==> src/hw/rtl/baa_pkg.sv <==
// shared types, constants and codes of the block arena allocator
package baa_pkg;

    localparam int unsigned MAX_BLOCKS_DEF = 16;
    localparam int unsigned PAGE_BYTES_DEF = 4096;

    localparam int unsigned REQ_W    = 16;
    localparam int unsigned PAGES_W  = 16;
    localparam int unsigned GROWTH_W = 8;
    localparam int unsigned CFG_W    = 16;
    localparam int unsigned ADDR_W   = 32;
    localparam int unsigned GROWN_W  = PAGES_W + GROWTH_W;

    localparam logic [PAGES_W-1:0]  PAGES_MAX     = '1;
    localparam logic [PAGES_W-1:0]  PAGES_RST     = 16'd1;
    localparam logic [GROWTH_W-1:0] GROWTH_RST    = 8'd2;

    // register indexes
    localparam logic CFG_INITIAL_PAGES = 1'b0;
    localparam logic CFG_GROWTH        = 1'b1;

    // result status codes
    typedef enum logic [1:0] {
        ST_OK   = 2'd0,
        ST_SIZE = 2'd1,
        ST_FAIL = 2'd2
    } t_status;

    typedef enum logic [2:0] {
        S_IDLE,
        S_CHECK,
        S_CARVE_A,
        S_CARVE_B,
        S_TAKE,
        S_WALK,
        S_RELINK,
        S_DONE
    } t_state;

    typedef enum logic [2:0] {
        OP_NONE,
        OP_LOAD,
        OP_START,
        OP_CARVE_CALC,
        OP_CARVE_COMMIT,
        OP_TAKE,
        OP_WALK,
        OP_RELINK
    } t_dp_op;

    typedef struct packed {
        t_dp_op  op;
        logic    publish;
        t_status status;
    } t_dp_cmd;

    typedef struct packed {
        logic size_big;
        logic head_valid;
        logic can_carve;
        logic fits;
        logic list_empties;
        logic walk_more;
        logic walk_found;
        logic out_free;
    } t_dp_stat;

endpackage

==> src/hw/rtl/baa_ctrl.sv <==
// controller state machine of the block arena allocator
module baa_ctrl (
    input  logic               i_clk,
    input  logic               i_rst_n,
    input  logic               i_in_valid,
    input  baa_pkg::t_dp_stat  i_stat,
    output baa_pkg::t_dp_cmd   o_cmd,
    output logic               o_in_stall
);
    import baa_pkg::*;

    t_state  r_state, n_state;
    t_status r_status, n_status;
    logic    r_carve_take, n_carve_take;

    always_ff @(posedge i_clk) begin
        if (!i_rst_n) begin
            r_state      <= S_IDLE;
            r_status     <= ST_OK;
            r_carve_take <= 1'b0;
        end else begin
            r_state      <= n_state;
            r_status     <= n_status;
            r_carve_take <= n_carve_take;
        end
    end

    always_comb begin
        n_state      = r_state;
        n_status     = r_status;
        n_carve_take = r_carve_take;
        o_cmd.op      = OP_NONE;
        o_cmd.publish = 1'b0;
        o_cmd.status  = r_status;
        o_in_stall    = (r_state != S_IDLE);
        unique case (r_state)
            S_IDLE: begin
                if (i_in_valid) begin
                    o_cmd.op = OP_LOAD;
                    n_state  = S_CHECK;
                end
            end
            S_CHECK: begin
                priority if (i_stat.size_big) begin
                    n_status = ST_SIZE;
                    n_state  = S_DONE;
                end else if (!i_stat.head_valid) begin
                    if (i_stat.can_carve) begin
                        n_carve_take = 1'b1;
                        n_state      = S_CARVE_A;
                    end else begin
                        n_status = ST_FAIL;
                        n_state  = S_DONE;
                    end
                end else begin
                    o_cmd.op = OP_START;
                    n_state  = S_TAKE;
                end
            end
            S_CARVE_A: begin
                o_cmd.op = OP_CARVE_CALC;
                n_state  = S_CARVE_B;
            end
            S_CARVE_B: begin
                o_cmd.op = OP_CARVE_COMMIT;
                if (r_carve_take) begin
                    n_state = S_TAKE;
                end else begin
                    n_status = ST_OK;
                    n_state  = S_DONE;
                end
            end
            S_TAKE: begin
                o_cmd.op = OP_TAKE;
                if (i_stat.fits) begin
                    n_status = ST_OK;
                    // a filled head leaving an empty list asks for a fresh block
                    if (i_stat.list_empties && i_stat.can_carve) begin
                        n_carve_take = 1'b0;
                        n_state      = S_CARVE_A;
                    end else begin
                        n_state = S_DONE;
                    end
                end else begin
                    n_state = S_WALK;
                end
            end
            S_WALK: begin
                priority if (i_stat.walk_more) begin
                    o_cmd.op = OP_WALK;
                end else if (i_stat.walk_found) begin
                    n_state = S_RELINK;
                end else if (i_stat.can_carve) begin
                    n_carve_take = 1'b1;
                    n_state      = S_CARVE_A;
                end else begin
                    n_status = ST_FAIL;
                    n_state  = S_DONE;
                end
            end
            S_RELINK: begin
                o_cmd.op = OP_RELINK;
                n_state  = S_TAKE;
            end
            S_DONE: begin
                if (i_stat.out_free) begin
                    o_cmd.publish = 1'b1;
                    n_state       = S_IDLE;
                end
            end
            default: n_state = S_IDLE;
        endcase
    end

endmodule

==> src/hw/rtl/baa_dp.sv <==
// datapath of the block arena allocator: block tables, totals, result register
module baa_dp #(
    parameter int unsigned MAX_BLOCKS = baa_pkg::MAX_BLOCKS_DEF,
    parameter int unsigned PAGE_BYTES = baa_pkg::PAGE_BYTES_DEF
) (
    input  logic                         i_clk,
    input  logic                         i_rst_n,
    input  logic                         i_cfg_we,
    input  logic                         i_cfg_idx,
    input  logic [baa_pkg::CFG_W-1:0]    i_cfg_wdata,
    input  logic [baa_pkg::REQ_W-1:0]    i_request_bytes,
    input  baa_pkg::t_dp_cmd             i_cmd,
    input  logic                         i_out_stall,
    output baa_pkg::t_dp_stat            o_stat,
    output logic                         o_out_valid,
    output logic [1:0]                   o_status,
    output logic [baa_pkg::ADDR_W-1:0]   o_address,
    output logic [baa_pkg::ADDR_W-1:0]   o_reserved_bytes,
    output logic [baa_pkg::ADDR_W-1:0]   o_unalloc_bytes
);
    import baa_pkg::*;

    localparam int unsigned IW = $clog2(MAX_BLOCKS + 1);
    localparam int unsigned AW = (MAX_BLOCKS > 1) ? $clog2(MAX_BLOCKS) : 1;
    localparam int unsigned BW = $clog2(64'(65535) * 64'(PAGE_BYTES) + 64'd1);
    localparam logic [IW-1:0] NO_BLOCK = IW'(MAX_BLOCKS);
    localparam logic [BW-1:0] PB       = BW'(PAGE_BYTES);
    localparam logic [REQ_W:0] PB_CMP  = (REQ_W+1)'(PAGE_BYTES);

    logic [ADDR_W-1:0] r_blk_start [MAX_BLOCKS];
    logic [BW-1:0]     r_blk_size  [MAX_BLOCKS];
    logic [BW-1:0]     r_blk_free  [MAX_BLOCKS];
    logic [IW-1:0]     r_blk_next  [MAX_BLOCKS];

    logic [PAGES_W-1:0]  r_initial_pages;
    logic [GROWTH_W-1:0] r_growth;
    logic [IW-1:0]       r_head;
    logic [IW-1:0]       r_count;
    logic [PAGES_W-1:0]  r_pages;
    logic [ADDR_W-1:0]   r_region_end;
    logic [ADDR_W-1:0]   r_total_free;
    logic [REQ_W-1:0]    r_size;
    logic [IW-1:0]       r_ptr;
    logic [IW-1:0]       r_prev;
    logic [IW-1:0]       r_cnt;
    logic [BW-1:0]       r_bytes;
    logic [GROWN_W-1:0]  r_grown;
    logic [ADDR_W-1:0]   r_addr;

    logic                r_out_valid;
    t_status             r_out_status;
    logic [ADDR_W-1:0]   r_out_addr;
    logic [ADDR_W-1:0]   r_out_res;
    logic [ADDR_W-1:0]   r_out_free;

    logic [AW-1:0]     rd_idx;
    logic [AW-1:0]     prev_idx;
    logic [AW-1:0]     cnt_idx;
    logic [ADDR_W-1:0] rd_start;
    logic [BW-1:0]     rd_size;
    logic [BW-1:0]     rd_free;
    logic [IW-1:0]     rd_next;
    logic [BW-1:0]     size_ext;
    logic [BW-1:0]     new_free;
    logic              ptr_valid;
    logic              fits;
    logic [PAGES_W-1:0] pages_sat;
    logic [PAGES_W-1:0] cfg_pages;

    // single read port at the walk pointer
    assign rd_idx    = r_ptr[AW-1:0];
    assign prev_idx  = r_prev[AW-1:0];
    assign cnt_idx   = r_count[AW-1:0];
    assign rd_start  = r_blk_start[rd_idx];
    assign rd_size   = r_blk_size[rd_idx];
    assign rd_free   = r_blk_free[rd_idx];
    assign rd_next   = r_blk_next[rd_idx];
    assign size_ext  = BW'(r_size);
    assign new_free  = rd_free - size_ext;
    assign ptr_valid = (r_ptr < NO_BLOCK);
    assign fits      = ptr_valid && (rd_free >= size_ext);
    assign pages_sat = (r_grown > GROWN_W'(PAGES_MAX)) ? PAGES_MAX : r_grown[PAGES_W-1:0];
    assign cfg_pages = (i_cfg_idx == CFG_INITIAL_PAGES) ? i_cfg_wdata[PAGES_W-1:0]
                                                        : r_initial_pages;

    always_comb begin
        o_stat.size_big     = ({1'b0, r_size} >= PB_CMP);
        o_stat.head_valid   = (r_head < NO_BLOCK);
        o_stat.can_carve    = (r_count < NO_BLOCK) && (r_pages != '0);
        o_stat.fits         = fits;
        o_stat.list_empties = fits && (new_free == '0) && !(rd_next < NO_BLOCK);
        o_stat.walk_more    = ptr_valid && !fits && (r_cnt < NO_BLOCK);
        o_stat.walk_found   = fits;
        o_stat.out_free     = !r_out_valid || !i_out_stall;
    end

    // tables: no reset, every entry is written when its block is carved
    always_ff @(posedge i_clk) begin
        unique case (i_cmd.op)
            OP_CARVE_COMMIT: begin
                r_blk_start[cnt_idx] <= r_region_end;
                r_blk_size[cnt_idx]  <= r_bytes;
                r_blk_free[cnt_idx]  <= r_bytes;
                r_blk_next[cnt_idx]  <= r_head;
            end
            OP_TAKE: begin
                if (fits) begin
                    r_blk_free[rd_idx] <= new_free;
                    if (new_free == '0) begin
                        r_blk_next[rd_idx] <= NO_BLOCK;
                    end
                end
            end
            OP_RELINK: begin
                r_blk_next[prev_idx] <= rd_next;
                r_blk_next[rd_idx]   <= r_head;
            end
            default: ;
        endcase
    end

    // working registers
    always_ff @(posedge i_clk) begin
        unique case (i_cmd.op)
            OP_LOAD:       r_size <= i_request_bytes;
            OP_START:      r_ptr  <= r_head;
            OP_CARVE_CALC: begin
                r_bytes <= BW'(r_pages) * PB;
                r_grown <= GROWN_W'(r_pages) * GROWN_W'(r_growth);
            end
            OP_CARVE_COMMIT: r_ptr <= r_count;
            OP_TAKE: begin
                if (fits) begin
                    r_addr <= rd_start + ADDR_W'(rd_size - rd_free);
                end else begin
                    r_prev <= r_ptr;
                    r_ptr  <= rd_next;
                    r_cnt  <= IW'(1);
                end
            end
            OP_WALK: begin
                r_prev <= r_ptr;
                r_ptr  <= rd_next;
                r_cnt  <= r_cnt + IW'(1);
            end
            default: ;
        endcase
    end

    // allocator state and configuration
    always_ff @(posedge i_clk) begin
        if (!i_rst_n) begin
            r_initial_pages <= PAGES_RST;
            r_growth        <= GROWTH_RST;
            r_head          <= NO_BLOCK;
            r_count         <= '0;
            r_pages         <= PAGES_RST;
            r_region_end    <= '0;
            r_total_free    <= '0;
        end else if (i_cfg_we) begin
            if (i_cfg_idx == CFG_INITIAL_PAGES) begin
                r_initial_pages <= i_cfg_wdata[PAGES_W-1:0];
            end else begin
                r_growth <= i_cfg_wdata[GROWTH_W-1:0];
            end
            r_head       <= NO_BLOCK;
            r_count      <= '0;
            r_pages      <= cfg_pages;
            r_region_end <= '0;
            r_total_free <= '0;
        end else begin
            unique case (i_cmd.op)
                OP_CARVE_COMMIT: begin
                    r_head       <= r_count;
                    r_count      <= r_count + IW'(1);
                    r_region_end <= r_region_end + ADDR_W'(r_bytes);
                    r_total_free <= r_total_free + ADDR_W'(r_bytes);
                    r_pages      <= pages_sat;
                end
                OP_TAKE: begin
                    if (fits) begin
                        r_total_free <= r_total_free - ADDR_W'(r_size);
                        if (new_free == '0) begin
                            r_head <= rd_next;
                        end
                    end
                end
                OP_RELINK: r_head <= r_ptr;
                default: ;
            endcase
        end
    end

    // result register
    always_ff @(posedge i_clk) begin
        if (!i_rst_n) begin
            r_out_valid <= 1'b0;
        end else if (i_cmd.publish) begin
            r_out_valid <= 1'b1;
        end else if (!i_out_stall) begin
            r_out_valid <= 1'b0;
        end
    end

    always_ff @(posedge i_clk) begin
        if (i_cmd.publish) begin
            r_out_status <= i_cmd.status;
            r_out_addr   <= (i_cmd.status == ST_OK) ? r_addr : '0;
            r_out_res    <= r_region_end;
            r_out_free   <= r_total_free;
        end
    end

    assign o_out_valid      = r_out_valid;
    assign o_status         = r_out_status;
    assign o_address        = r_out_addr;
    assign o_reserved_bytes = r_out_res;
    assign o_unalloc_bytes  = r_out_free;

endmodule

==> src/hw/rtl/block_arena_allocator.sv <==
// top level of the block arena allocator: controller, datapath and ports
// usage
//   input channel: i_in_valid with i_request_bytes, o_in_stall back; a
//   transaction is taken while valid is high and stall is low
//   output channel: o_out_valid with status, address and running totals,
//   i_out_stall back; one result transaction per request
//   config: i_cfg_we, i_cfg_idx, i_cfg_wdata; any write re-initialises the
//   arena (empty block list, totals cleared); the user is to write only
//   while idle, which the block itself does not enforce
//   flow: a size check, then a bump in the head block; a first-fit walk
//   visits up to MAX_BLOCKS blocks, then a relink and a second bump;
//   carving a new block adds a calculate and a commit step
//   one request at a time: o_in_stall is high until the result has been
//   handed to the output register; the walk uses the tables' single read port
//   reset: synchronous, active low; registers back to defaults, list empty
//   stall: the result waits in the output register; the next request is
//   taken meanwhile and holds in its final state until the register frees
module block_arena_allocator #(
    parameter int unsigned MAX_BLOCKS = baa_pkg::MAX_BLOCKS_DEF,
    parameter int unsigned PAGE_BYTES = baa_pkg::PAGE_BYTES_DEF
) (
    input  logic                         i_clk,
    input  logic                         i_rst_n,
    input  logic                         i_cfg_we,
    input  logic                         i_cfg_idx,
    input  logic [baa_pkg::CFG_W-1:0]    i_cfg_wdata,
    input  logic                         i_in_valid,
    output logic                         o_in_stall,
    input  logic [baa_pkg::REQ_W-1:0]    i_request_bytes,
    output logic                         o_out_valid,
    input  logic                         i_out_stall,
    output logic [1:0]                   o_status,
    output logic [baa_pkg::ADDR_W-1:0]   o_address,
    output logic [baa_pkg::ADDR_W-1:0]   o_reserved_bytes,
    output logic [baa_pkg::ADDR_W-1:0]   o_unalloc_bytes
);
    import baa_pkg::*;

    t_dp_cmd  cmd;
    t_dp_stat stat;

    // sequencer: size check, head bump, first-fit walk, relink, carve
    baa_ctrl u_ctrl (
        .i_clk      (i_clk),
        .i_rst_n    (i_rst_n),
        .i_in_valid (i_in_valid),
        .i_stat     (stat),
        .o_cmd      (cmd),
        .o_in_stall (o_in_stall)
    );

    // block tables, totals and the result register
    baa_dp #(
        .MAX_BLOCKS (MAX_BLOCKS),
        .PAGE_BYTES (PAGE_BYTES)
    ) u_dp (
        .i_clk            (i_clk),
        .i_rst_n          (i_rst_n),
        .i_cfg_we         (i_cfg_we),
        .i_cfg_idx        (i_cfg_idx),
        .i_cfg_wdata      (i_cfg_wdata),
        .i_request_bytes  (i_request_bytes),
        .i_cmd            (cmd),
        .i_out_stall      (i_out_stall),
        .o_stat           (stat),
        .o_out_valid      (o_out_valid),
        .o_status         (o_status),
        .o_address        (o_address),
        .o_reserved_bytes (o_reserved_bytes),
        .o_unalloc_bytes  (o_unalloc_bytes)
    );

endmodule
==> config.mk <==
export PLATFORM = sky130hd
export DESIGN_NAME = block_arena_allocator
export DESIGN_NICKNAME = d
export VERILOG_FILES = /design/src/hw/rtl/baa_pkg.sv /design/src/hw/rtl/baa_ctrl.sv /design/src/hw/rtl/baa_dp.sv /design/src/hw/rtl/block_arena_allocator.sv
export SDC_FILE = /design/constraint.sdc
export NUM_CORES = 2
export LEC_CHECK = 0
export ABC_CLOCK_PERIOD_IN_PS = 12700
export BUFFER_PORTS_ARGS = -buffer_cell sky130_fd_sc_hd__buf_2
export CAP_MARGIN = 20
export CORE_MARGIN = 2
export CORE_UTILIZATION = 59
export DETAILED_ROUTE_END_ITERATION = 16
export GPL_TIMING_DRIVEN = 1
export PLACE_DENSITY = 0.76
export REMOVE_ABC_BUFFERS = 1
export SLEW_MARGIN = 20
export SYNTH_ARGS = -nofsm -noshare
export SYNTH_HDL_FRONTEND = slang
export SYNTH_SLANG_ARGS = --single-unit
export TNS_END_PERCENT = 30
==> constraint.sdc <==
create_clock -name i_clk -period 12.7 [get_ports i_clk]
set_input_delay 1.27 -clock i_clk [delete_from_list [all_inputs] [get_ports i_clk]]
set_output_delay 1.27 -clock i_clk [all_outputs]
set_load 0.005 [all_outputs]
* Word level (Yosys, flattened, before mapping)
Memories as Yosys holds them, arrays and structs flattened. A register that Yosys moved wholly into a read port is not among the register bits. Index checks and enable logic that the tools add are counted.
Operators by class: add/subtract/negate cells 8, bitwise gates (word level) 5, $mul 1, reduce and logical (&&, ||, !) cells 36, muxes and demuxes 73, eq/ne operators 29, magnitude comparators 8
Operator list (number):
- adder 32 x 28 -> 32 bit | 2
- 2-to-1 mux 16 bit | 4
- case mux 32 bit (2 select lines) | 1
- 2-to-1 mux 3 bit | 11
- adder 32 bit | 1
- 2-to-1 mux 32 bit | 1
- subtractor 32 x 16 -> 32 bit | 1
- 2-to-1 mux 5 bit | 6
- subtractor 28 x 28 -> 29 bit | 1
- >= comparator 28 x 16 -> 1 bit | 1
- logical NOT 28 bit | 1
- 2-to-1 mux 28 bit | 1
- 2-to-1 mux 4 bit | 7
- OR reduction 28 bit | 1
- subtractor 28 x 16 -> 28 bit | 1
- less-than comparator 5 bit (second input constant) | 5
- 2-to-1 mux 1 bit | 25
- equality test 3 bit (second input constant) | 8
- greater-than comparator 24 x 16 -> 1 bit (second input constant) | 1
- multiplier 16 x 8 -> 24 bit | 1
- case mux 3 bit (8 select lines) | 1
- case mux 3 bit (7 select lines) | 1
- case mux 5 bit (4 select lines) | 1
- 2-to-1 mux 2 bit | 9
- 31 further kinds | 68
Word-level totals: memory bits (writable) 1296, bits in registers 321, input bits 38, memories kept 4
Memories:
- u_dp.r_blk_start | depth 16, bits a word 32, rd ports 1, clocked after Yosys merged registers in 1, wr ports 1, line baa_dp.sv:30 | logic [ADDR_W-1:0] r_blk_start [MAX_BLOCKS];
- u_dp.r_blk_free | depth 16, bits a word 28, rd ports 1, clocked after Yosys merged registers in 1, wr ports 1, line baa_dp.sv:32 | logic [BW-1:0] r_blk_free [MAX_BLOCKS];
- u_dp.r_blk_size | depth 16, bits a word 16, rd ports 1, clocked after Yosys merged registers in 1, wr ports 1, line baa_dp.sv:31 | logic [BW-1:0] r_blk_size [MAX_BLOCKS];
- u_dp.r_blk_next | depth 16, bits a word 5, rd ports 1, clocked after Yosys merged registers in 1, wr ports 2, line baa_dp.sv:33 | logic [IW-1:0] r_blk_next [MAX_BLOCKS];

* Longest topological paths before layout
depth in word-level cells 13, gate-level depth with buffers 35, gate-level depth less buffers 25

* Hierarchy
Synthesis repeated with hierarchy kept, for this count alone.
Unflattened totals: cell total of the unflattened synthesis 4056, area total of the unflattened synthesis 63812.5 µm²
Modules (own cells, without submodules):
- baa_dp | cells each 3969, area an instance 63210.6 µm², instances 1, seq. area each 40939.3 µm²
- baa_ctrl | cells each 87, area an instance 601.8 µm², instances 1, seq. area each 120.1 µm²

* Worst setup path before layout
OpenSTA, ideal clock, no wires.
kind reg-to-reg, from register with a tool-made name, to register u_dp.r_addr[31], data pin, arrival 7616 ps, data required time 12432 ps, stages on the path, launching flop included 34, setup slack 4816 ps, cell sequence dfxtp_1 -> buf_6 -> buf_12 -> buf_12 -> buf_12 -> buf_2 -> buf_2 -> buf_2 -> buf_2 -> buf_2 -> buf_2 -> buf_1 -> mux4_2 -> mux4_2 -> ha_1 -> nand2b_1 -> a211oi_1 -> a21oi_1 -> a21oi_1 -> a21oi_1 -> o21bai_1 -> xor2_1 -> ha_1 -> or3_1 -> a221oi_1 -> o31ai_1 -> o41ai_1 -> nand2b_1 -> o21ai_0 -> nand4_1 -> nand4b_1 -> a21oi_1 -> xor2_1 -> xnor2_1
RTL lines:
- end signal, assigned | line baa_dp.sv:134 | r_addr <= rd_start + ADDR_W'(rd_size - rd_free);
- end, declared | line baa_dp.sv:48 | logic [ADDR_W-1:0] r_addr;

==> results.md <==
### Die
• Die Ht: 333 um
• Die Area: 111000 um2
• floorplan core area: 107000 um2
• Ports: 138
• initial core utilization: 0.596
• row count: 120
• horizontal extent of the die: 333 um

### Clocking
• CTS Hold Bufs: 0
• Resized cells post-CTS: 0
• maximum buffer depth of the clock tree: 3
• H-Tree Depth: 4
• latest clock arrival within the worst-skew pair: 0.77 ns
• TritonCTS buffer count: 142
• buffers inserted during post-CTS setup optimization: 0
• clk sink count: 1405
• clock slew at reported path FFs: 0.06 ns
• clock tree from TritonCTS: yes
• master cell of the clock root buffer: sky130_fd_sc_hd__clkbuf_16

### Critical path
• Critical Path Sink: u_dp.r_blk_next[6][2]
• sort of element at the start of the critical path: flip-flop
• worst flop-to-flop path endpoint: u_dp.r_blk_next[6][2]
• critical path data arrival time: 8.52 ns
• reg-to-reg setup timing slack: 4.55 ns
• R2R depth: 18
• crit path kind: reg -> reg
• Critical Path Sink Type: flip-flop
• data required time at the worst endpoint: 13.07 ns
• largest fanout of any net on the critical path: 84

### Synthesis
• Seq cells post-synth: 1405
• sequential fraction of the synthesis area: 0.643
• share of synthesized flip-flops with an asynchronous set or reset: 0
• Unique masters post-synth: 84
• post-synthesis area per instance: 15.8 um2
• Most used DFF post-synth: sky130_fd_sc_hd__edfxtp_1
• netlist area before placement: 63900 um2
• total of warnings raised by yosys: 0
• cells after synthesis: 4045
• number of enable flip-flop cells after synthesis: 1292

### Cells and area
• final cell utilization of the core: 0.662
• layout-stage area growth over the synthesis result: 11.0%
• number of nets at the end of the flow: 4457
• share of cells above drive strength 1: 0.192

### Placed design
• routability-driven placement congestion ratio: 0.886
• Detail Placement HPWL: 94900 um
• Place WS: 4.59 ns
• port bufs: 125

### Route
• post-detailed-route count of antenna-violating nets: 0
• DRC violations left: 0
• Vias per Instance: 6.55
• vias after detailed routing: 37.3k
• DRC marker count from the first detailed-route iteration: 4335
• drt total wl: 161000 um
• final routed wire length divided by cell count: 28.3 um
• drt first pass iters: 6

### Power and ir drop
• leakage component of the power: 24.6 nW
• IR drop worst, VDD: 0.000132 V
• net switching power: 0.00424 W
• Sequential Power Share: 0.402
• switching share of power: 0.310
• cell area power density: 193 nW/um2
• internal power contribution: 0.00946 W
• portion of total power attributed to combinational logic: 0.292
• part of the total power dissipated in the clock network: 0.306

### Status
• run status: finished, final reports clean

### STA
• Fin. Hold Viols: 0
• Final Worst Setup Slack: 4.55 ns
• transition time at the pin with the least slew margin: 1.25 ns
• final count of pins violating max slew: 0
• setup clock skew after layout: 0.0297 ns
• RSZ-0062 raised after global routing: false
• achievable frequency: 123 MHz
• headroom to the max-slew limit: 0.165
• final period demand of the worst path: 8.15 ns
• Final setup violation count: 0
• crit share post-route: 0.642

### Global route
• global route overflow: 0
• antenna violations before repair: 5
• first-pass GRT wire length: 240000 um
• number of global-route vias before repair: 37.2k
• GRT Resource Usage Total: 0.294
• pin count of the biggest net entering global routing: 88

### Run
• number of max-cap violations: 0

### Min path
• Hold/Removal Path Class: reg -> reg

-- metal layers --
layer  vias up  global-route usage  share of wire
met5         -                   0        0.00017
met4         4               0.112          0.037
met3       355              0.0599          0.096
met2      2041               0.464           0.48
met1     19100               0.408           0.39
li1      15900                   -              -
-- cell usage in the layout (no fill, tap or decap), types with 24 or more instances in the layout --
cell type	instances
sky130_fd_sc_hd__a211oi_1	29
sky130_fd_sc_hd__a21boi_0	32
sky130_fd_sc_hd__a21o_1	32
sky130_fd_sc_hd__a21oi_1	134
sky130_fd_sc_hd__and2_1	105
sky130_fd_sc_hd__buf_2	125
sky130_fd_sc_hd__buf_4	67
sky130_fd_sc_hd__clkbuf_1	28
sky130_fd_sc_hd__clkbuf_16	148
sky130_fd_sc_hd__clkinv_2	24
sky130_fd_sc_hd__dfxtp_1	109
sky130_fd_sc_hd__edfxtp_1	1292
sky130_fd_sc_hd__fa_1	89
sky130_fd_sc_hd__ha_1	149
sky130_fd_sc_hd__inv_1	166
sky130_fd_sc_hd__mux2i_1	103
sky130_fd_sc_hd__mux4_2	322
sky130_fd_sc_hd__nand2_1	295
sky130_fd_sc_hd__nand2b_1	31
sky130_fd_sc_hd__nand3_1	54
sky130_fd_sc_hd__nor2_1	188
sky130_fd_sc_hd__nor3_1	71
sky130_fd_sc_hd__o211ai_1	24
sky130_fd_sc_hd__o21ai_0	100
sky130_fd_sc_hd__xnor2_1	85
sky130_fd_sc_hd__xor2_1	34
-- metrics by stage --
stage	TNS [ns]	hold WS, ns	area (um2)	cells	power, W
finish	0	0.453	70900	5701	0.0137
global placement	0	0.435	66000	5431	0.00940
detailed placement	0	0.441	66100	5435	0.00950
global route	0	0.483	70900	5700	0.0143
floorplan	-5865.43	0.421	62900	3835	0.00880
CTS	0	0.457	70800	5695	0.0137
-- registers in the layout (all words and copies together) (netlist names), 3 cells and up, named ones only --
register	count
u_dp.r_total_free	32
u_dp.r_initial_pages	16
u_dp.r_blk_start	320
u_dp.o_unalloc_bytes	32
u_dp.r_blk_free	448
u_dp.r_region_end	20
u_dp.r_pages	16
u_dp.r_cnt	5
u_dp.r_grown	24
u_dp.r_blk_size	256
u_dp.r_addr	32
u_dp.o_address	32
u_dp.o_reserved_bytes	20
u_dp.r_ptr	5
u_ctrl.r_state	3
u_dp.r_growth	8
u_dp.r_prev	4
u_dp.r_head	5
u_dp.r_count	5
u_dp.r_size	16
u_dp.r_bytes	16
u_dp.r_blk_next	80
-- power by group through the flow --
stage	sequential, W	clock (W)	combinational, W
floorplan	0.00572	0	0.00309
global placement	0.00560	0	0.00380
detailed placement	0.00561	0	0.00389
CTS	0.00551	0.00423	0.00395
global route	0.00553	0.00440	0.00435
finish	0.00552	0.00419	0.00400
-- worst max-delay path: stages (launching register included) --
cell and delay (ns):
sky130_fd_sc_hd__dfxtp_4 0.77, sky130_fd_sc_hd__buf_12 0.49, sky130_fd_sc_hd__clkinv_1 0.46, sky130_fd_sc_hd__mux2_2 0.34
sky130_fd_sc_hd__nand2_1 0.05, sky130_fd_sc_hd__o21a_1 0.19, sky130_fd_sc_hd__ha_1 0.26, sky130_fd_sc_hd__fa_1 0.46
sky130_fd_sc_hd__nand2b_1 0.17, sky130_fd_sc_hd__a21oi_1 0.24, sky130_fd_sc_hd__o21ai_0 0.18, sky130_fd_sc_hd__a21oi_1 0.43
sky130_fd_sc_hd__a211oi_1 0.17, sky130_fd_sc_hd__xnor2_1 0.16, sky130_fd_sc_hd__or4_1 0.59, sky130_fd_sc_hd__or4_1 0.44
sky130_fd_sc_hd__and4bb_1 0.94, sky130_fd_sc_hd__a21oi_4 0.21, sky130_fd_sc_hd__o311ai_1 0.93
-- synth_stat cells, types with 6 or more instances --
library cell               instances  area share
sky130_fd_sc_hd__buf_2            32      0.0025
sky130_fd_sc_hd__xor2_1           34      0.0047
sky130_fd_sc_hd__a21o_1           32      0.0038
sky130_fd_sc_hd__o22ai_1          16      0.0016
sky130_fd_sc_hd__clkbuf_1        130      0.0076
sky130_fd_sc_hd__or3_1            23      0.0023
sky130_fd_sc_hd__o211ai_1         24      0.0028
sky130_fd_sc_hd__nand2b_1         32      0.0031
sky130_fd_sc_hd__a311oi_1          6     0.00082
sky130_fd_sc_hd__nor2b_1          24      0.0023
sky130_fd_sc_hd__ha_1            149       0.029
sky130_fd_sc_hd__or4_1             6     0.00070
sky130_fd_sc_hd__o21bai_1         11      0.0013
sky130_fd_sc_hd__o311ai_1          7     0.00096
sky130_fd_sc_hd__buf_4            24      0.0028
sky130_fd_sc_hd__dfxtp_1         113       0.035
sky130_fd_sc_hd__o31ai_1          21      0.0025
sky130_fd_sc_hd__o21ai_0         104      0.0081
sky130_fd_sc_hd__nor3_1           73      0.0057
sky130_fd_sc_hd__xnor2_1          85       0.012
sky130_fd_sc_hd__mux2i_1         103       0.016
sky130_fd_sc_hd__inv_1           167      0.0098
sky130_fd_sc_hd__a21oi_1         135       0.011
sky130_fd_sc_hd__mux4_2          322        0.11
sky130_fd_sc_hd__nand3_1          54      0.0042
sky130_fd_sc_hd__a21boi_0         32      0.0038
sky130_fd_sc_hd__buf_1            29      0.0017
sky130_fd_sc_hd__and3_1           26      0.0025
sky130_fd_sc_hd__edfxtp_1       1292        0.61
sky130_fd_sc_hd__mux2_2           11      0.0019
sky130_fd_sc_hd__o21a_1           20      0.0023
sky130_fd_sc_hd__nand4_1          11      0.0011
sky130_fd_sc_hd__or2_2            10     0.00098
sky130_fd_sc_hd__nor4_1           23      0.0023
sky130_fd_sc_hd__nor2_1          211       0.012
sky130_fd_sc_hd__a211oi_1         29      0.0034
sky130_fd_sc_hd__and2_1          113       0.011
sky130_fd_sc_hd__a31oi_1          17      0.0017
sky130_fd_sc_hd__mux4_1           10      0.0041
sky130_fd_sc_hd__fa_1             89       0.028
sky130_fd_sc_hd__nand2_1         295       0.017
-- worst min path at each step --
stage	start	end	slack [ns]	depth (start not counted)
floorplan	u_dp.r_total_free[31]	u_dp.o_unalloc_bytes[31]	0.42	0
global placement	u_dp.r_grown[10]	u_dp.r_pages[10]	0.44	2
detailed placement	u_dp.r_total_free[31]	u_dp.o_unalloc_bytes[31]	0.44	0
CTS	u_dp.r_total_free[31]	u_dp.o_unalloc_bytes[31]	0.46	0
global route	u_dp.r_grown[1]	u_dp.r_pages[1]	0.48	2
finish	u_dp.r_total_free[31]	u_dp.o_unalloc_bytes[31]	0.45	0
-- cell families (layout without fill, tap and decap cells) --
logic type               after synthesis  in the layout  share of synthesized area
AND/OR/NAND/NOR                      926            926                     0.0695
XOR/XNOR                             119            119                     0.0163
buffers and inverters                391            632                     0.0261
AO/OA/AOI/OAI                        519            519                     0.0526
flip-flops                          1405           1405                      0.643
multiplexers                         446            446                      0.136
other                                  1             13                  0.0000587
adder cells (fa/ha/maj)              238            238                     0.0571
-- cell type report --
| class | count | area, um2 |
|---|---|---|
| Antenna cell | 1 | 2.50 |
| Clock buffer | 186 | 3950 |
| Clock inverter | 74 | 747 |
| Fill cell | 7114 | 36300 |
| Inverter | 170 | 638 |
| Multi-Input combinational cell | 2260 | 21400 |
| Sequential cell | 1405 | 41100 |
| Tap cell | 1403 | 1760 |
| Timing Repair Buffer | 202 | 1340 |
(Power assumes the default switching activity.)
